==> src/rtl/sps_pkg.sv <==
package sps_pkg;

  localparam int unsigned DEF_MAX_POC_CYCLE = 255;
  localparam int unsigned QUEUE_DEPTH = 2;

  localparam logic [31:0] SAT32 = 32'hFFFF_FFFF;

  // Parse phases, in standard SPS order.
  localparam logic [5:0] P_HDR = 6'd0;
  localparam logic [5:0] P_PROFILE = 6'd1;
  localparam logic [5:0] P_FLAGS = 6'd2;
  localparam logic [5:0] P_LEVEL = 6'd3;
  localparam logic [5:0] P_SPSID = 6'd4;
  localparam logic [5:0] P_CHROMA = 6'd5;
  localparam logic [5:0] P_SEPCOL = 6'd6;
  localparam logic [5:0] P_LUMA = 6'd7;
  localparam logic [5:0] P_CDEPTH = 6'd8;
  localparam logic [5:0] P_BYPASS = 6'd9;
  localparam logic [5:0] P_SMFLAG = 6'd10;
  localparam logic [5:0] P_LISTFLAG = 6'd11;
  localparam logic [5:0] P_DELTA = 6'd12;
  localparam logic [5:0] P_LOG2FN = 6'd13;
  localparam logic [5:0] P_POCTYPE = 6'd14;
  localparam logic [5:0] P_POCLSB = 6'd15;
  localparam logic [5:0] P_DELTAZERO = 6'd16;
  localparam logic [5:0] P_OFFNONREF = 6'd17;
  localparam logic [5:0] P_OFFTB = 6'd18;
  localparam logic [5:0] P_NCYCLE = 6'd19;
  localparam logic [5:0] P_CYCOFF = 6'd20;
  localparam logic [5:0] P_MAXREF = 6'd21;
  localparam logic [5:0] P_GAPS = 6'd22;
  localparam logic [5:0] P_WMBS = 6'd23;
  localparam logic [5:0] P_HMAP = 6'd24;
  localparam logic [5:0] P_FMO = 6'd25;
  localparam logic [5:0] P_MBAFF = 6'd26;
  localparam logic [5:0] P_D8X8 = 6'd27;
  localparam logic [5:0] P_CROPFLAG = 6'd28;
  localparam logic [5:0] P_CROPL = 6'd29;
  localparam logic [5:0] P_CROPR = 6'd30;
  localparam logic [5:0] P_CROPT = 6'd31;
  localparam logic [5:0] P_CROPB = 6'd32;
  localparam logic [5:0] P_VUIFLAG = 6'd33;
  localparam logic [5:0] P_ARFLAG = 6'd34;
  localparam logic [5:0] P_ARIDC = 6'd35;
  localparam logic [5:0] P_SAR = 6'd36;
  localparam logic [5:0] P_OVFLAG = 6'd37;
  localparam logic [5:0] P_OVAPP = 6'd38;
  localparam logic [5:0] P_VSFLAG = 6'd39;
  localparam logic [5:0] P_VSBITS = 6'd40;
  localparam logic [5:0] P_CDFLAG = 6'd41;
  localparam logic [5:0] P_CDBITS = 6'd42;
  localparam logic [5:0] P_CLFLAG = 6'd43;
  localparam logic [5:0] P_CL0 = 6'd44;
  localparam logic [5:0] P_CL1 = 6'd45;
  localparam logic [5:0] P_TIMFLAG = 6'd46;
  localparam logic [5:0] P_UNITS = 6'd47;
  localparam logic [5:0] P_SCALE = 6'd48;
  localparam logic [5:0] P_DONE = 6'd49;

  localparam logic [1:0] ST_OK = 2'd0;
  localparam logic [1:0] ST_EMPTY = 2'd1;
  localparam logic [1:0] ST_TRUNC = 2'd2;
  localparam logic [1:0] ST_RANGE = 2'd3;

  typedef struct packed {
    logic [7:0] data;
    logic       last;
    logic       drop;
  } qitem_t;

  typedef enum logic [2:0] {
    BS_IDLE,
    BS_BITS,
    BS_WIDTH,
    BS_HEIGHT,
    BS_EMIT
  } back_state_t;

  // Bits of a fixed-length phase; zero marks an exp-Golomb phase.
  function automatic logic [5:0] phase_width(input logic [5:0] ph);
    logic [5:0] w;
    w = 6'd0;
    case (ph)
      P_HDR, P_PROFILE, P_FLAGS, P_LEVEL, P_ARIDC: w = 6'd8;
      P_SEPCOL, P_BYPASS, P_SMFLAG, P_LISTFLAG, P_DELTAZERO, P_GAPS,
      P_FMO, P_MBAFF, P_D8X8, P_CROPFLAG, P_VUIFLAG, P_ARFLAG,
      P_OVFLAG, P_OVAPP, P_VSFLAG, P_CDFLAG, P_CLFLAG, P_TIMFLAG: w = 6'd1;
      P_SAR, P_UNITS, P_SCALE: w = 6'd32;
      P_VSBITS: w = 6'd4;
      P_CDBITS: w = 6'd24;
      default: w = 6'd0;
    endcase
    return w;
  endfunction

  function automatic logic high_profile(input logic [7:0] p);
    return p == 8'd100 || p == 8'd110 || p == 8'd122 || p == 8'd244 ||
           p == 8'd44 || p == 8'd83 || p == 8'd86 || p == 8'd118 ||
           p == 8'd128 || p == 8'd138 || p == 8'd139 || p == 8'd134 ||
           p == 8'd135;
  endfunction

endpackage

==> src/rtl/sps_in_if.sv <==
interface sps_in_if;
  logic       valid;
  logic       ready;
  logic [7:0] nal_byte;
  logic       last_byte;

  modport source(output valid, nal_byte, last_byte, input ready);
  modport sink(input valid, nal_byte, last_byte, output ready);
endinterface

==> src/rtl/sps_out_if.sv <==
interface sps_out_if;
  logic        valid;
  logic        ready;
  logic [7:0]  profile;
  logic [7:0]  constraint_flags;
  logic [7:0]  level;
  logic [4:0]  set_id;
  logic [1:0]  chroma_format;
  logic [3:0]  luma_depth;
  logic [3:0]  chroma_depth;
  logic [15:0] pic_width;
  logic [15:0] pic_height;
  logic [31:0] tick_units;
  logic [31:0] tick_scale;
  logic [1:0]  status;

  modport source(output valid, profile, constraint_flags, level, set_id, chroma_format,
                 luma_depth, chroma_depth, pic_width, pic_height, tick_units,
                 tick_scale, status, input ready);
  modport sink(input valid, profile, constraint_flags, level, set_id, chroma_format,
               luma_depth, chroma_depth, pic_width, pic_height, tick_units,
               tick_scale, status, output ready);
endinterface

==> src/rtl/sps_fifo.sv <==
module sps_fifo import sps_pkg::*; #(
  parameter int unsigned DEPTH = QUEUE_DEPTH
) (
  input  logic   clk,
  input  logic   rst,
  input  logic   push,
  input  qitem_t push_item,
  output logic   full,
  input  logic   pop,
  output logic   avail,
  output qitem_t head
);
  localparam int unsigned AW = (DEPTH > 1) ? $clog2(DEPTH) : 1;
  localparam int unsigned CW = $clog2(DEPTH + 1);

  qitem_t        slots [DEPTH];
  logic [AW-1:0] wr_ptr;
  logic [AW-1:0] rd_ptr;
  logic [CW-1:0] count;

  assign full  = count == CW'(DEPTH);
  assign avail = count != '0;
  assign head  = slots[rd_ptr];

  always_ff @(posedge clk) begin
    if (rst) begin
      wr_ptr <= '0;
      rd_ptr <= '0;
      count  <= '0;
    end else begin
      if (push) begin
        wr_ptr <= (wr_ptr == AW'(DEPTH - 1)) ? '0 : wr_ptr + 1'b1;
      end
      if (pop) begin
        rd_ptr <= (rd_ptr == AW'(DEPTH - 1)) ? '0 : rd_ptr + 1'b1;
      end
      if (push && !pop) begin
        count <= count + 1'b1;
      end else if (pop && !push) begin
        count <= count - 1'b1;
      end
    end
  end

  always_ff @(posedge clk) begin
    if (push) begin
      slots[wr_ptr] <= push_item;
    end
  end
endmodule

==> src/rtl/sps_front.sv <==
module sps_front import sps_pkg::*; (
  input  logic     clk,
  input  logic     rst,
  sps_in_if.sink   nal,
  input  logic     q_full,
  output logic     q_push,
  output qitem_t   q_item
);
  logic [1:0] zero_run;
  logic       drop;

  // A 0x03 after two zero bytes is emulation prevention and carries no bits.
  assign drop      = zero_run == 2'd2 && nal.nal_byte == 8'h03;
  assign nal.ready = !q_full;
  assign q_push    = nal.valid && !q_full;
  assign q_item    = '{data: nal.nal_byte, last: nal.last_byte, drop: drop};

  always_ff @(posedge clk) begin
    if (rst) begin
      zero_run <= '0;
    end else if (q_push) begin
      // A new unit starts with a clean run count.
      if (nal.last_byte || drop || nal.nal_byte != 8'h00) begin
        zero_run <= '0;
      end else if (zero_run != 2'd2) begin
        zero_run <= zero_run + 1'b1;
      end
    end
  end
endmodule

==> src/rtl/sps_back.sv <==
module sps_back import sps_pkg::*; #(
  parameter int unsigned MAX_POC_CYCLE = DEF_MAX_POC_CYCLE
) (
  input  logic      clk,
  input  logic      rst,
  input  logic      q_avail,
  input  qitem_t    q_head,
  output logic      q_pop,
  sps_out_if.source res
);
  back_state_t state, state_next;

  logic [7:0]  shreg;
  logic [2:0]  bit_cnt;
  logic        cur_last;
  logic        do_bit, out_load, clear;

  logic [5:0]  phase;
  logic [32:0] acc;
  logic [5:0]  lz;
  logic [3:0]  list_index;
  logic [6:0]  entry_index;
  logic [7:0]  prev_scale;
  logic [7:0]  next_scale_reg;
  logic [7:0]  cycle_remaining;

  logic [7:0]  f_profile, f_flags, f_level;
  logic [4:0]  f_setid;
  logic [2:0]  f_chroma;
  logic [3:0]  f_luma, f_cdepth;
  logic        f_fmo, f_timing;
  logic [31:0] wmbs, hmap, crop_x, crop_y, units, scale;

  logic [15:0] wv, hv;
  logic        size_bad;

  // Bit-serial reader.
  logic        b, fd;
  logic [5:0]  w;
  logic [32:0] acc_n;
  logic [5:0]  lz_n;
  logic [31:0] v;
  logic [33:0] dbl;

  always_comb begin
    b     = shreg[7];
    w     = phase_width(phase);
    fd    = 1'b0;
    acc_n = acc;
    lz_n  = lz;
    v     = '0;
    dbl   = {acc, b};
    if (phase < P_DONE) begin
      if (w != 6'd0) begin
        acc_n = {acc[31:0], b};
        lz_n  = lz + 1'b1;
        if (lz_n >= w) begin
          fd = 1'b1;
          v  = acc_n[31:0];
        end
      end else if (acc == '0) begin
        if (!b) begin
          if (lz != 6'd63) lz_n = lz + 1'b1;
        end else begin
          acc_n = 33'd1;
          fd    = lz == 6'd0;
        end
      end else begin
        acc_n = (dbl > 34'h1_0000_0000) ? 33'h1_0000_0000 : dbl[32:0];
        lz_n  = lz - 1'b1;
        if (lz_n == 6'd0) begin
          fd = 1'b1;
          v  = 32'(acc_n - 33'd1);
        end
      end
      if (fd) begin
        acc_n = '0;
        lz_n  = '0;
      end
    end
  end

  // Field completion helpers.
  logic [3:0]  list_inc;
  logic [5:0]  list_phase;
  logic [7:0]  dk, dval, ns;
  logic [6:0]  ei_n;
  logic [32:0] sum_x, sum_y;
  logic [31:0] sat_x, sat_y;

  always_comb begin
    list_inc   = list_index + 1'b1;
    list_phase = (list_inc >= ((f_chroma == 3'd3) ? 4'd12 : 4'd8)) ? P_LOG2FN : P_LISTFLAG;
    dk         = v[8:1];
    dval       = v[0] ? dk + 8'd1 : 8'd0 - dk;
    ns         = prev_scale + dval;
    ei_n       = entry_index + 1'b1;
    sum_x      = {1'b0, crop_x} + {1'b0, v};
    sum_y      = {1'b0, crop_y} + {1'b0, v};
    sat_x      = sum_x[32] ? SAT32 : sum_x[31:0];
    sat_y      = sum_y[32] ? SAT32 : sum_y[31:0];
  end

  // Crop arithmetic, one dimension per cycle.
  logic [36:0] full_w, cut_w;
  logic [37:0] full_h, cut_h;
  logic [1:0]  hshift;
  logic        subw2, subh2;

  always_comb begin
    subw2  = !(f_chroma == 3'd3 || f_chroma == 3'd0);
    subh2  = f_chroma == 3'd1;
    hshift = 2'(subh2) + 2'(!f_fmo);
    full_w = {({1'b0, wmbs} + 33'd1), 4'd0};
    cut_w  = subw2 ? 37'({crop_x, 1'b0}) : 37'(crop_x);
    full_h = f_fmo ? 38'({({1'b0, hmap} + 33'd1), 4'd0})
                   : {({1'b0, hmap} + 33'd1), 5'd0};
    cut_h  = 38'(crop_y) << hshift;
  end

  always_comb begin
    state_next = state;
    unique case (state)
      BS_IDLE: begin
        if (q_avail) begin
          if (!q_head.drop) state_next = BS_BITS;
          else if (q_head.last) state_next = BS_WIDTH;
        end
      end
      BS_BITS: begin
        if (bit_cnt == 3'd7) state_next = cur_last ? BS_WIDTH : BS_IDLE;
      end
      BS_WIDTH: state_next = BS_HEIGHT;
      BS_HEIGHT: state_next = BS_EMIT;
      BS_EMIT: begin
        if (!res.valid || res.ready) state_next = BS_IDLE;
      end
      default: state_next = BS_IDLE;
    endcase
  end

  always_comb begin
    q_pop    = 1'b0;
    do_bit   = 1'b0;
    out_load = 1'b0;
    unique case (state)
      BS_IDLE: q_pop = q_avail;
      BS_BITS: do_bit = 1'b1;
      BS_EMIT: out_load = !res.valid || res.ready;
      default: ;
    endcase
  end

  assign clear = rst || out_load;

  always_ff @(posedge clk) begin
    if (rst) begin
      state <= BS_IDLE;
    end else begin
      state <= state_next;
    end
  end

  always_ff @(posedge clk) begin
    if (q_pop) begin
      shreg    <= q_head.data;
      cur_last <= q_head.last;
      bit_cnt  <= '0;
    end else if (do_bit) begin
      shreg   <= {shreg[6:0], 1'b0};
      bit_cnt <= bit_cnt + 1'b1;
    end
  end

  always_ff @(posedge clk) begin
    if (clear) begin
      phase           <= P_HDR;
      acc             <= '0;
      lz              <= '0;
      list_index      <= '0;
      entry_index     <= '0;
      prev_scale      <= 8'd8;
      next_scale_reg  <= 8'd8;
      cycle_remaining <= '0;
      f_profile       <= '0;
      f_flags         <= '0;
      f_level         <= '0;
      f_setid         <= '0;
      f_chroma        <= 3'd1;
      f_luma          <= 4'd8;
      f_cdepth        <= 4'd8;
      f_fmo           <= 1'b0;
      f_timing        <= 1'b0;
      wmbs            <= '0;
      hmap            <= '0;
      crop_x          <= '0;
      crop_y          <= '0;
      units           <= '0;
      scale           <= '0;
    end else if (do_bit) begin
      acc <= acc_n;
      lz  <= lz_n;
      if (fd) begin
        case (phase)
          P_HDR: phase <= P_PROFILE;
          P_PROFILE: begin f_profile <= v[7:0]; phase <= P_FLAGS; end
          P_FLAGS: begin f_flags <= v[7:0]; phase <= P_LEVEL; end
          P_LEVEL: begin f_level <= v[7:0]; phase <= P_SPSID; end
          P_SPSID: begin
            f_setid <= (v > 32'd31) ? 5'd31 : v[4:0];
            phase   <= high_profile(f_profile) ? P_CHROMA : P_LOG2FN;
          end
          P_CHROMA: begin
            f_chroma <= (v > 32'd4) ? 3'd4 : v[2:0];
            phase    <= (v == 32'd3) ? P_SEPCOL : P_LUMA;
          end
          P_SEPCOL: phase <= P_LUMA;
          P_LUMA: begin
            f_luma <= (v > 32'd7) ? 4'd15 : v[3:0] + 4'd8;
            phase  <= P_CDEPTH;
          end
          P_CDEPTH: begin
            f_cdepth <= (v > 32'd7) ? 4'd15 : v[3:0] + 4'd8;
            phase    <= P_BYPASS;
          end
          P_BYPASS: phase <= P_SMFLAG;
          P_SMFLAG: begin
            if (v[0]) begin
              list_index <= '0;
              phase      <= P_LISTFLAG;
            end else begin
              phase <= P_LOG2FN;
            end
          end
          P_LISTFLAG: begin
            if (v[0]) begin
              entry_index    <= '0;
              prev_scale     <= 8'd8;
              next_scale_reg <= 8'd8;
              phase          <= P_DELTA;
            end else begin
              list_index <= list_inc;
              phase      <= list_phase;
            end
          end
          P_DELTA: begin
            next_scale_reg <= ns;
            if (ns != 8'd0) prev_scale <= ns;
            entry_index <= ei_n;
            if (ns == 8'd0 || ei_n >= ((list_index < 4'd6) ? 7'd16 : 7'd64)) begin
              list_index <= list_inc;
              phase      <= list_phase;
            end
          end
          P_LOG2FN: phase <= P_POCTYPE;
          P_POCTYPE: begin
            if (v == 32'd0) phase <= P_POCLSB;
            else if (v == 32'd1) phase <= P_DELTAZERO;
            else phase <= P_MAXREF;
          end
          P_POCLSB: phase <= P_MAXREF;
          P_DELTAZERO: phase <= P_OFFNONREF;
          P_OFFNONREF: phase <= P_OFFTB;
          P_OFFTB: phase <= P_NCYCLE;
          P_NCYCLE: begin
            if (v > 32'(MAX_POC_CYCLE)) begin
              cycle_remaining <= 8'(MAX_POC_CYCLE);
              phase           <= P_CYCOFF;
            end else begin
              cycle_remaining <= v[7:0];
              phase           <= (v == 32'd0) ? P_MAXREF : P_CYCOFF;
            end
          end
          P_CYCOFF: begin
            cycle_remaining <= cycle_remaining - 1'b1;
            if (cycle_remaining == 8'd1) phase <= P_MAXREF;
          end
          P_MAXREF: phase <= P_GAPS;
          P_GAPS: phase <= P_WMBS;
          P_WMBS: begin wmbs <= v; phase <= P_HMAP; end
          P_HMAP: begin hmap <= v; phase <= P_FMO; end
          P_FMO: begin f_fmo <= v[0]; phase <= v[0] ? P_D8X8 : P_MBAFF; end
          P_MBAFF: phase <= P_D8X8;
          P_D8X8: phase <= P_CROPFLAG;
          P_CROPFLAG: phase <= v[0] ? P_CROPL : P_VUIFLAG;
          P_CROPL, P_CROPR: begin crop_x <= sat_x; phase <= phase + 1'b1; end
          P_CROPT, P_CROPB: begin crop_y <= sat_y; phase <= phase + 1'b1; end
          P_VUIFLAG: phase <= v[0] ? P_ARFLAG : P_DONE;
          P_ARFLAG: phase <= v[0] ? P_ARIDC : P_OVFLAG;
          P_ARIDC: phase <= (v == 32'd255) ? P_SAR : P_OVFLAG;
          P_SAR: phase <= P_OVFLAG;
          P_OVFLAG: phase <= v[0] ? P_OVAPP : P_VSFLAG;
          P_OVAPP: phase <= P_VSFLAG;
          P_VSFLAG: phase <= v[0] ? P_VSBITS : P_CLFLAG;
          P_VSBITS: phase <= P_CDFLAG;
          P_CDFLAG: phase <= v[0] ? P_CDBITS : P_CLFLAG;
          P_CDBITS: phase <= P_CLFLAG;
          P_CLFLAG: phase <= v[0] ? P_CL0 : P_TIMFLAG;
          P_CL0: phase <= P_CL1;
          P_CL1: phase <= P_TIMFLAG;
          P_TIMFLAG: phase <= v[0] ? P_UNITS : P_DONE;
          P_UNITS: begin units <= v; phase <= P_SCALE; end
          P_SCALE: begin scale <= v; f_timing <= 1'b1; phase <= P_DONE; end
          default: phase <= P_DONE;
        endcase
      end
    end
  end

  always_ff @(posedge clk) begin
    if (state == BS_WIDTH) begin
      size_bad <= crop_x == SAT32 || crop_y == SAT32 || cut_w > full_w ||
                  (full_w - cut_w) > 37'd65535;
      wv <= 16'(full_w - cut_w);
    end else if (state == BS_HEIGHT) begin
      if (cut_h > full_h || (full_h - cut_h) > 38'd65535) size_bad <= 1'b1;
      hv <= 16'(full_h - cut_h);
    end
  end

  logic empty_unit, trunc_unit;
  assign empty_unit = phase == P_PROFILE && lz == 6'd0 && acc == '0;
  assign trunc_unit = phase < P_ARFLAG;

  always_ff @(posedge clk) begin
    if (rst) begin
      res.valid <= 1'b0;
    end else if (out_load) begin
      res.valid <= 1'b1;
    end else if (res.ready) begin
      res.valid <= 1'b0;
    end
  end

  always_ff @(posedge clk) begin
    if (out_load) begin
      if (empty_unit || trunc_unit) begin
        res.profile          <= '0;
        res.constraint_flags <= '0;
        res.level            <= '0;
        res.set_id           <= '0;
        res.chroma_format    <= '0;
        res.luma_depth       <= '0;
        res.chroma_depth     <= '0;
        res.pic_width        <= '0;
        res.pic_height       <= '0;
        res.tick_units       <= '0;
        res.tick_scale       <= '0;
        res.status           <= empty_unit ? ST_EMPTY : ST_TRUNC;
      end else begin
        res.profile          <= f_profile;
        res.constraint_flags <= f_flags;
        res.level            <= f_level;
        res.set_id           <= f_setid;
        res.chroma_format    <= (f_chroma > 3'd3) ? 2'd3 : f_chroma[1:0];
        res.luma_depth       <= f_luma;
        res.chroma_depth     <= f_cdepth;
        res.pic_width        <= size_bad ? 16'd0 : wv;
        res.pic_height       <= size_bad ? 16'd0 : hv;
        res.tick_units       <= f_timing ? units : 32'd0;
        res.tick_scale       <= f_timing ? scale : 32'd0;
        res.status           <= size_bad ? ST_RANGE : ST_OK;
      end
    end
  end

`ifndef SYNTHESIS
  a_pop_bits: assert property (@(posedge clk) disable iff (rst)
    (state == BS_IDLE && q_avail && !q_head.drop) |=> state == BS_BITS)
    else $error("kept byte did not enter bit walk");
  a_byte_end: assert property (@(posedge clk) disable iff (rst)
    (state == BS_BITS && bit_cnt == 3'd7 && !cur_last) |=> state == BS_IDLE)
    else $error("non-final byte did not return to idle");
  a_phase_range: assert property (@(posedge clk) disable iff (rst)
    phase <= P_DONE)
    else $error("parse phase beyond done");
  a_unit_clear: assert property (@(posedge clk) disable iff (rst)
    out_load |=> (phase == P_HDR && lz == 6'd0 && acc == '0 && res.valid))
    else $error("unit state not cleared after result");
`endif
endmodule

==> src/rtl/h264_sps_header_parser.sv <==
// Channel  Dir  Payload                                         Beat
// nal      in   nal_byte, last_byte                             valid & ready
// res      out  profile..tick_scale, status (one per unit)      valid & ready
//
// The back end pops each kept byte and feeds it to the bit-serial reader for
// fixed-length and exp-Golomb fields, one bit per cycle. The last byte leads to
// the width and height crop checks, then the result load once res is free.
// A dropped emulation byte skips the bit walk. The two-entry queue takes input
// beats while the reader is busy; the result register holds until taken.
// Reset is synchronous and clears all control and parse state.
module h264_sps_header_parser import sps_pkg::*; #(
  parameter int unsigned MAX_POC_CYCLE = DEF_MAX_POC_CYCLE
) (
  input logic       clk,
  input logic       rst,
  sps_in_if.sink    nal,
  sps_out_if.source res
);
  logic   q_full, q_push, q_pop, q_avail;
  qitem_t q_in, q_head;

  sps_front u_front (
    .clk    (clk),
    .rst    (rst),
    .nal    (nal),
    .q_full (q_full),
    .q_push (q_push),
    .q_item (q_in)
  );

  sps_fifo #(.DEPTH(QUEUE_DEPTH)) u_fifo (
    .clk       (clk),
    .rst       (rst),
    .push      (q_push),
    .push_item (q_in),
    .full      (q_full),
    .pop       (q_pop),
    .avail     (q_avail),
    .head      (q_head)
  );

  sps_back #(.MAX_POC_CYCLE(MAX_POC_CYCLE)) u_back (
    .clk     (clk),
    .rst     (rst),
    .q_avail (q_avail),
    .q_head  (q_head),
    .q_pop   (q_pop),
    .res     (res)
  );
endmodule

==> src/flat_wrapper.sv <==
// flat-port wrapper written by rule: the top's interface ports become plain ports
module h264_sps_header_parser_flat import sps_pkg::*;
#(
  parameter int unsigned MAX_POC_CYCLE = DEF_MAX_POC_CYCLE
)
  (clk, rst, nal_valid, nal_nal_byte, nal_last_byte, nal_ready, res_valid, res_profile, res_constraint_flags, res_level, res_set_id, res_chroma_format, res_luma_depth, res_chroma_depth, res_pic_width, res_pic_height, res_tick_units, res_tick_scale, res_status, res_ready);
  sps_in_if nal_i ();
  sps_out_if res_i ();
  input logic clk;
  input logic rst;
  input wire logic [$bits(nal_i.valid)-1:0] nal_valid;
  input wire logic [$bits(nal_i.nal_byte)-1:0] nal_nal_byte;
  input wire logic [$bits(nal_i.last_byte)-1:0] nal_last_byte;
  output wire logic [$bits(nal_i.ready)-1:0] nal_ready;
  output wire logic [$bits(res_i.valid)-1:0] res_valid;
  output wire logic [$bits(res_i.profile)-1:0] res_profile;
  output wire logic [$bits(res_i.constraint_flags)-1:0] res_constraint_flags;
  output wire logic [$bits(res_i.level)-1:0] res_level;
  output wire logic [$bits(res_i.set_id)-1:0] res_set_id;
  output wire logic [$bits(res_i.chroma_format)-1:0] res_chroma_format;
  output wire logic [$bits(res_i.luma_depth)-1:0] res_luma_depth;
  output wire logic [$bits(res_i.chroma_depth)-1:0] res_chroma_depth;
  output wire logic [$bits(res_i.pic_width)-1:0] res_pic_width;
  output wire logic [$bits(res_i.pic_height)-1:0] res_pic_height;
  output wire logic [$bits(res_i.tick_units)-1:0] res_tick_units;
  output wire logic [$bits(res_i.tick_scale)-1:0] res_tick_scale;
  output wire logic [$bits(res_i.status)-1:0] res_status;
  input wire logic [$bits(res_i.ready)-1:0] res_ready;
  assign nal_i.valid = nal_valid;
  assign nal_i.nal_byte = nal_nal_byte;
  assign nal_i.last_byte = nal_last_byte;
  assign nal_ready = nal_i.ready;
  assign res_valid = res_i.valid;
  assign res_profile = res_i.profile;
  assign res_constraint_flags = res_i.constraint_flags;
  assign res_level = res_i.level;
  assign res_set_id = res_i.set_id;
  assign res_chroma_format = res_i.chroma_format;
  assign res_luma_depth = res_i.luma_depth;
  assign res_chroma_depth = res_i.chroma_depth;
  assign res_pic_width = res_i.pic_width;
  assign res_pic_height = res_i.pic_height;
  assign res_tick_units = res_i.tick_units;
  assign res_tick_scale = res_i.tick_scale;
  assign res_status = res_i.status;
  assign res_i.ready = res_ready;
  h264_sps_header_parser #(.MAX_POC_CYCLE(MAX_POC_CYCLE)) u_core (.clk(clk), .rst(rst), .nal(nal_i), .res(res_i));
endmodule
==> config.mk <==
export PLATFORM = sky130hd
export DESIGN_NAME = h264_sps_header_parser_flat
export DESIGN_NICKNAME = d
export VERILOG_FILES = /design/src/rtl/sps_pkg.sv /design/src/rtl/sps_in_if.sv /design/src/rtl/sps_out_if.sv /design/src/rtl/sps_fifo.sv /design/src/rtl/sps_front.sv /design/src/rtl/sps_back.sv /design/src/rtl/h264_sps_header_parser.sv /design/src/flat_wrapper.sv
export SDC_FILE = /design/constraint.sdc
export NUM_CORES = 2
export LEC_CHECK = 0
export ABC_AREA = 1
export BUFFER_PORTS_ARGS = -buffer_cell sky130_fd_sc_hd__buf_2
export CAP_MARGIN = 20
export CORE_UTILIZATION = 40
export DETAILED_ROUTE_END_ITERATION = 8
export SYNTH_ARGS = -nofsm -noshare
export SYNTH_HDL_FRONTEND = slang
export SYNTH_SLANG_ARGS = --single-unit
export TNS_END_PERCENT = 1
==> constraint.sdc <==
create_clock -name clk -period 21 [get_ports clk]
set_clock_uncertainty 0.05 [all_clocks]
set_input_delay 2.1 -clock clk [delete_from_list [all_inputs] [get_ports clk]]
set_output_delay 2.1 -clock clk [all_outputs]
set_load 0.01 [all_outputs]
Word level (Yosys, flattened, before mapping) --
Memories as Yosys holds them, arrays and structs flattened. A register that Yosys moved wholly into a read port is not among the register bits. Index checks and enable logic that the tools add are counted. W data, S select, Z words.
Storage, ports and cells: bits in registers 498, latch bits 0, RAM bits 20, memory bits (read-only) 320, input port bits 13, output and inout port bits 139, word-level logic and storage cells 366, memories 2
Memories:
- (name not given) | words 64, bits a word 5, read ports 1, clocked after Yosys merged registers in 1, wr ports 0, RTL line sps_pkg.sv:83 | case (ph)
- u_core.u_fifo.slots | words 2, bits a word 10, read ports 1, clocked after Yosys merged registers in 1, wr ports 1, RTL line sps_fifo.sv:16 | qitem_t slots [DEPTH];
Operators by class: $add $sub $neg 24, multipliers 0, divide/modulo/power cells 0, order comparisons 16, equality and inequality tests 92, shift operators 1, multiplexer cells 98, bitwise gates (word level) 2, reduce and logical (&&, ||, !) cells 85
Operators by type and width (number):
- $pmux W6 S45 | 1
- $mux W32 | 7
- $mux W33 | 6
- $eq A6 B6 Y1 const B | 17
- $eq A6 B5 Y1 const B | 16
- $add A32 B1 Y33 const B | 2
- $add A32 B32 Y33 | 2
- $eq A32 B32 Y1 const B | 2
- $gt A32 B3 Y1 const B | 2
- $mux W6 | 10
- $eq A6 B4 Y1 const B | 8
- $eq A8 B7 Y1 const B | 6
- $eq A8 B8 Y1 const B | 6
- $mux W8 | 6
- $reduce_and A3 Y1 | 16
- $gt A38 B16 Y1 const B | 1
- $gt A38 B38 Y1 | 1
- $mux W38 | 1
- $shl A32 B2 Y38 | 1
- $sub A38 B38 Y38 | 1
- $gt A33 B37 Y1 | 1
- $gt A37 B16 Y1 const B | 1
- $sub A37 B33 Y37 | 1
- $mux W3 | 12
- other kinds (69) | 191

Longest topological paths before layout --
depth after elaboration 17, depth in mapped cells 54, depth with buffers taken out 53

Cells and area by module --
Synthesis repeated with hierarchy kept, for this count alone.
Unflattened totals: cells, all modules 4417, area total of the unflattened synthesis 33144.3 sq um
Modules (own cells, without submodules):
- sps_back | instances 1, cells an instance 4307, area an instance 31861.8 sq um, seq. area each 11741.3 sq um
- sps_fifo | instances 1, cells an instance 64, area an instance 991.0 sq um, seq. area each 700.7 sq um
- sps_front | instances 1, cells an instance 46, area an instance 291.5 sq um, seq. area each 40.0 sq um

Worst setup path before layout --
OpenSTA, ideal clock, no wires.
kind in2reg, start point input port res_ready, end point register, netlist name u_core.u_back.w[0], library setup time 112 ps, arrival 9648 ps, data required time 20838 ps, setup slack 11190 ps, stages on the path 17, path buffers 0, cell sequence nor2_1 -> nor2_1 -> inv_1 -> nand2_1 -> a21oi_1 -> and2_1 -> inv_2 -> ha_1 -> inv_1 -> ha_1 -> nand2_1 -> nand2_1 -> inv_1 -> nand2_1 -> nand2_1 -> nand2_1 -> nand2_1
On the way: cells in the longest elaborated chain, start to end 4
Ends and longest elaborated chain:
- from (decl) | RTL line flat_wrapper.sv:28 | input wire logic [$bits(res_i.ready)-1:0] res_ready;
- $logic_or A1 B1 Y1 | RTL line sps_back.sv:149 | BS_EMIT: out_load = !res.valid || res.ready;
- $mux W1 | RTL line sps_back.sv:146 | unique case (state)
- via u_core.u_back.out_load | RTL line sps_back.sv:16 | logic do_bit, out_load, clear;
- $logic_or A1 B1 Y1 | RTL line sps_back.sv:154 | assign clear = rst || out_load;
- $mux W6 (no line)
The timed path passes the listed nets, and every way through them passes these cells. A chain may end at the register's enable or synchronous reset.

Worst setup path after layout --
start point register u_core.u_back.acc[26], end point register, netlist name u_core.u_back.w[0]
On the way: cells in the longest elaborated chain, start to end 16, elaborated cells on any way between the ends 46, classes of those cells add/sub: 4; order compare: 2; eq/ne: 4; mux: 31; reduce/logical: 5
Ends and longest elaborated chain:
- from (decl) | RTL line sps_back.sv:19 | logic [32:0] acc;
- from (signal assigned) | RTL line sps_back.sv:201 | acc <= acc_n;
- $gt A34 B33 Y1 | RTL line sps_back.sv:69 | acc_n = (dbl > 34'h1_0000_0000) ? 33'h1_0000_0000 : dbl[32:0];
- $mux W33 | RTL line sps_back.sv:69
- $sub A32 B1 Y32 | RTL line sps_back.sv:73 | v = 32'(acc_n - 33'd1);
- $mux W32 | RTL line sps_back.sv:71 | if (lz_n == 6'd0) begin
- $mux W32 * | RTL line sps_back.sv:61 | end else if (acc == '0) begin
- $mux W32 * | RTL line sps_back.sv:54 | if (w != 6'd0) begin
- $mux W32 * | RTL line sps_back.sv:53 | if (phase < P_DONE) begin
- via u_core.u_back.v[1] | RTL line sps_back.sv:42 | logic [31:0] v;
- $sub A1 B8 Y8 / $add A8 B1 Y8 (equally long branches) | RTL line sps_back.sv:95 | dval = v[0] ? dk + 8'd1 : 8'd0 - dk;
- $mux W8 | RTL line sps_back.sv:95
- $add A8 B8 Y8 | RTL line sps_back.sv:96 | ns = prev_scale + dval;
- $logic_not A8 Y1 | RTL line sps_back.sv:250 | if (ns == 8'd0 || ei_n >= ((list_index < 4'd6) ? 7'd16 : 7'd64)) begin
- $logic_or A1 B1 Y1 | RTL line sps_back.sv:250
- $ne A2 B2 Y1 (no line)
- $reduce_and A4 Y1 (no line)
- $mux W6 (no line) * (2 in series)
The timed path passes the listed nets; every way through them passes the cells marked *. The select of a mux whose other input is x is not followed.

==> qor.log <==
INFO  status         status=finished, final reports clean
INFO  final_layout   final_cell_area=36500um^2
INFO  clocking       cts_buffers=59
INFO  synth          synthesis.instances=4374
INFO  place          post-dp-hpwl=76.5mm
INFO  timing         grt_setup_unrepaired=false
INFO  place          routabilityCongestion=0.951
INFO  synth          predominant_post_synthesis_flop_cell=sky130_fd_sc_hd__dfxtp_1
INFO  grt            grtUsageMet2=0.397
INFO  synth          ys.warnings.count=0
INFO  final_layout   n_antenna_cell=0
INFO  critical_path  critical_path.most_common_cell=sky130_fd_sc_hd__nand2_1
INFO  synth          synth_edf_count=199
INFO  critical_path  arrival=8.32ns
INFO  critical_path  timing.critical_path.depth=49
INFO  power_and_ir_drop power.share.switching=0.411
INFO  synth          synth.cell_area=32900um^2
INFO  power_and_ir_drop total_power_divided_by_cell_area=97.7nW/um^2
INFO  synth          synth_seq_area_share=0.380
INFO  power_and_ir_drop clock_network_fraction_of_total_power=0.296
INFO  final_layout   layout.filler_cells=8248
INFO  timing         maxSlewViolCount=0
INFO  die            die_w=289um
INFO  clocking       clkSlewWorstSetupHoldPaths=0.06ns
INFO  timing         setup_total_negative_slack=0ns
INFO  critical_path  worst_setup_path_end_kind=flip-flop
INFO  clocking       insertion_delay=0.67ns
INFO  power_and_ir_drop pleak=0.0157uW
INFO  clocking       ctsResizeCount=0
INFO  grt            busiest_layer=met2
INFO  clocking       post-cts-setup-buffer-count=0
INFO  clocking       cts-hold-fix-buffers=0
INFO  drt            num_vias=30000
INFO  grt            number_of_antenna_violations_at_the_first_check_in_global_routing=1
INFO  power_and_ir_drop internal_power=2100uW
INFO  synth          count_of_cell_types_in_the_netlist=74
INFO  timing         setup_viol_count_final=0
INFO  clocking       cts_sinks=524
INFO  die            die_h=289um
INFO  critical_path  cp_data_required_time=21.51ns
INFO  grt            grt.met1_usage=0.340
INFO  synth          per_instance_average_area_after_synthesis=7.51um^2
INFO  hold_path      hold_path.class=flip-flop to flip-flop
INFO  place          detailed_place.area=34500um^2
INFO  drt            routed_wire_length_per_instance=18.9um
INFO  grt            grt_max_degree=138
INFO  grt            vias_in_the_first_global_route=27600
INFO  job            maxCapViolations=0
INFO  drt            antenna_left=0
INFO  timing         max_slew_headroom=0.224
INFO  critical_path  critical_path_source_type=flip-flop
INFO  grt            globalRoute.totalOverflow=0
INFO  critical_path  cp_max_fo=39
INFO  clocking       max-clock-path-buffers=3
INFO  power_and_ir_drop seq_power_share=0.334
INFO  timing         finalHoldViolCount=0
INFO  place          port_buffers=151
INFO  critical_path  critical_path_buf_inv_count=6
INFO  final_layout   num-nets-final=4642
INFO  hold_path      hold_depth=2
INFO  timing         layout_worst_path_cycle_share=0.372
INFO  drt            detail_route.first_pass.iterations=5
INFO  final_layout   area.growth.synth_to_final=11.2%
INFO  clocking       cts.htree.levels=2
INFO  timing         max_freq=0.128GHz
INFO  grt            grt_first_pass_wirelength=159mm
INFO  drt            detail_route.wirelength=105mm
INFO  grt            grt.total_usage=0.246
INFO  critical_path  setup.worst_path.class=flip-flop to flip-flop
INFO  timing         max_slew.worst_pin.slew=1.15ns
INFO  timing         layout_min_cycle_time=7.81ns
INFO  drt            post_drt_via_cell_ratio=5.39
INFO  critical_path  biggest_cell_delay_along_the_critical_path=0.69ns
INFO  final_layout   drive_gt1_frac=0.0880
INFO  grt            use_met3=0.0280
INFO  clocking       cts_tree=built
INFO  critical_path  rr_worst_depth=49
INFO  die            die_area=83300um^2
INFO  synth          number_of_nets_in_the_synthesized_netlist=4565
INFO  synth          async_flop_share=0
INFO  power_and_ir_drop pwr-share-comb=0.370
INFO  clocking       cts.root.buffer_cell=sky130_fd_sc_hd__clkbuf_16
INFO  drt            dr.first_iter.drc_count=2405
INFO  synth          synth.ff_latch_count=524
INFO  die            initial_utilization=0.406
INFO  power_and_ir_drop net-switching-power=1470uW
INFO  critical_path  critPathSlowestCell=sky130_fd_sc_hd__nor2_4
INFO  die            boundaryPins=152
INFO  die            core.rowCount=104
INFO  critical_path  crit_family=simple AND/OR/NAND/NOR gates
INFO  power_and_ir_drop ir_worst_vdd=69.9uV
INFO  drt            detail_route.drc_violations=0
INFO  die            placeableCoreArea=80900um^2
metrics by stage:
stage	instances	setup slack, ns	power, uW	util	hold slack (ns)
final	5561	13.19	3570	0.451	0.398
after global routing	5561	12.44	3760	0.451	0.421
after CTS	5560	13.29	3570	0.451	0.398
after detailed placement	5449	13.34	2500	0.427	0.384
after global placement	5449	13.42	2510	0.427	0.380
after floorplan	4374	11.19	2130	-	0.365
cell usage after synthesis, types with 20 or more instances:
master / instances / area, um^2
sky130_fd_sc_hd__nand2_1: 698 / 2620
sky130_fd_sc_hd__inv_1: 600 / 2250
sky130_fd_sc_hd__nor2_1: 457 / 1720
sky130_fd_sc_hd__a21oi_1: 445 / 2230
sky130_fd_sc_hd__o21ai_0: 380 / 1900
sky130_fd_sc_hd__dfxtp_1: 325 / 6510
sky130_fd_sc_hd__edfxtp_1: 199 / 5980
sky130_fd_sc_hd__ha_1: 175 / 2190
sky130_fd_sc_hd__nand3_1: 156 / 781
sky130_fd_sc_hd__clkbuf_1: 133 / 499
sky130_fd_sc_hd__xor2_1: 118 / 1030
sky130_fd_sc_hd__xnor2_1: 74 / 648
sky130_fd_sc_hd__nand4_1: 61 / 382
sky130_fd_sc_hd__nor3_1: 57 / 285
sky130_fd_sc_hd__a221oi_1: 48 / 420
sky130_fd_sc_hd__a211oi_1: 46 / 345
sky130_fd_sc_hd__nor4_1: 32 / 200
sky130_fd_sc_hd__o211ai_1: 31 / 233
sky130_fd_sc_hd__nand2_2: 29 / 181
sky130_fd_sc_hd__mux2i_1: 24 / 240
sky130_fd_sc_hd__o31ai_1: 23 / 173
sky130_fd_sc_hd__a31oi_1: 20 / 125
cells by family (layout without fill, tap and decap cells):
family / after synthesis / count (layout) / share of synthesized area
compound gates: 1101 / 1101 / 0.193
xor+xnor: 193 / 193 / 0.0517
fa+ha+maj: 178 / 178 / 0.0685
buf+inv: 784 / 911 / 0.0919
flops: 524 / 524 / 0.380
mux: 24 / 24 / 0.00731
simple gates: 1570 / 1570 / 0.208
flip-flops by register name, indices dropped and copies added (netlist names), 16 cells and up, named ones only:
register	flops
u_core.u_back.crop_y	32
u_core.u_back.hmap	32
u_core.u_back.acc	33
u_core.u_back.res.pic_width	16
u_core.u_back.res.tick_units	32
u_core.u_back.res.tick_scale	32
u_core.u_back.scale	32
u_core.u_back.wv	16
u_core.u_back.crop_x	32
u_core.u_back.res.pic_height	16
u_core.u_back.wmbs	32
u_core.u_back.units	32
u_core.u_fifo.slots	20
u_core.u_back.hv	16
worst paths after layout:
| path | start | end | slack (ns) |
|---|---|---|---|
| worst max register to register | u_core.u_back.acc[26] | u_core.u_back.w[0] | 13.19 |
| worst min register to register | u_core.u_back.f_luma[3] | u_core.u_back.f_luma[3] | 0.40 |
| worst max-delay path | u_core.u_back.acc[26] | u_core.u_back.w[0] | 13.19 |
| worst min-delay path | u_core.u_back.f_luma[3] | u_core.u_back.f_luma[3] | 0.40 |
worst reg2reg max path: cells and delay by family (launching register included):
| kind | cells | cell delay (ns) |
|---|---|---|
| compound gates | 6 | 0.72 |
| buf+inv | 6 | 0.61 |
| xor+xnor | 2 | 0.39 |
| simple gates | 30 | 4.11 |
| flops | 1 | 0.37 |
| fa+ha+maj | 5 | 1.46 |
per-layer routing:
metal,up-vias,part of all wire
met5,-,0
met4,0,0.033
met3,167,0.059
met2,888,0.45
met1,14000,0.46
li1,14900,-
final cells by class:
class / count / area [um^2] / share of cell area
Clock buffer: 81 / 1620 / 0.0444
Clock inverter: 30 / 364 / 0.00997
Inverter: 620 / 2330 / 0.0638
Multi-Input combinational cell: 3066 / 17400 / 0.477
Sequential cell: 524 / 12500 / 0.342
Tap cell: 1060 / 1330 / 0.0363
Timing Repair Buffer: 180 / 992 / 0.0272
power by group through the flow:
stage,sequential (uW),clock [uW],combinational (uW)
final,1190,1060,1320
after global routing,1200,1110,1450
after CTS,1190,1080,1300
after detailed placement,1210,0,1290
after global placement,1210,0,1300
after floorplan,1180,0,947
cell usage in the layout (no fill, tap or decap), types with 13 or more instances in the layout:
cell / instances
sky130_fd_sc_hd__a211oi_1: 46
sky130_fd_sc_hd__a21oi_1: 443
sky130_fd_sc_hd__a221oi_1: 48
sky130_fd_sc_hd__a31oi_1: 20
sky130_fd_sc_hd__buf_2: 151
sky130_fd_sc_hd__buf_4: 27
sky130_fd_sc_hd__clkbuf_1: 17
sky130_fd_sc_hd__clkbuf_16: 60
sky130_fd_sc_hd__clkinv_1: 13
sky130_fd_sc_hd__dfxtp_1: 325
sky130_fd_sc_hd__edfxtp_1: 199
sky130_fd_sc_hd__ha_1: 174
sky130_fd_sc_hd__inv_1: 599
sky130_fd_sc_hd__mux2i_1: 24
sky130_fd_sc_hd__nand2_1: 695
sky130_fd_sc_hd__nand2_2: 31
sky130_fd_sc_hd__nand3_1: 156
sky130_fd_sc_hd__nand4_1: 61
sky130_fd_sc_hd__nor2_1: 455
sky130_fd_sc_hd__nor2_2: 14
sky130_fd_sc_hd__nor3_1: 55
sky130_fd_sc_hd__nor4_1: 32
sky130_fd_sc_hd__o211ai_1: 31
sky130_fd_sc_hd__o21a_1: 15
sky130_fd_sc_hd__o21ai_0: 380
sky130_fd_sc_hd__o31ai_1: 23
sky130_fd_sc_hd__o41ai_1: 16
sky130_fd_sc_hd__or2_2: 15
sky130_fd_sc_hd__xnor2_1: 74
sky130_fd_sc_hd__xor2_1: 118
(Power assumes the default switching activity.)
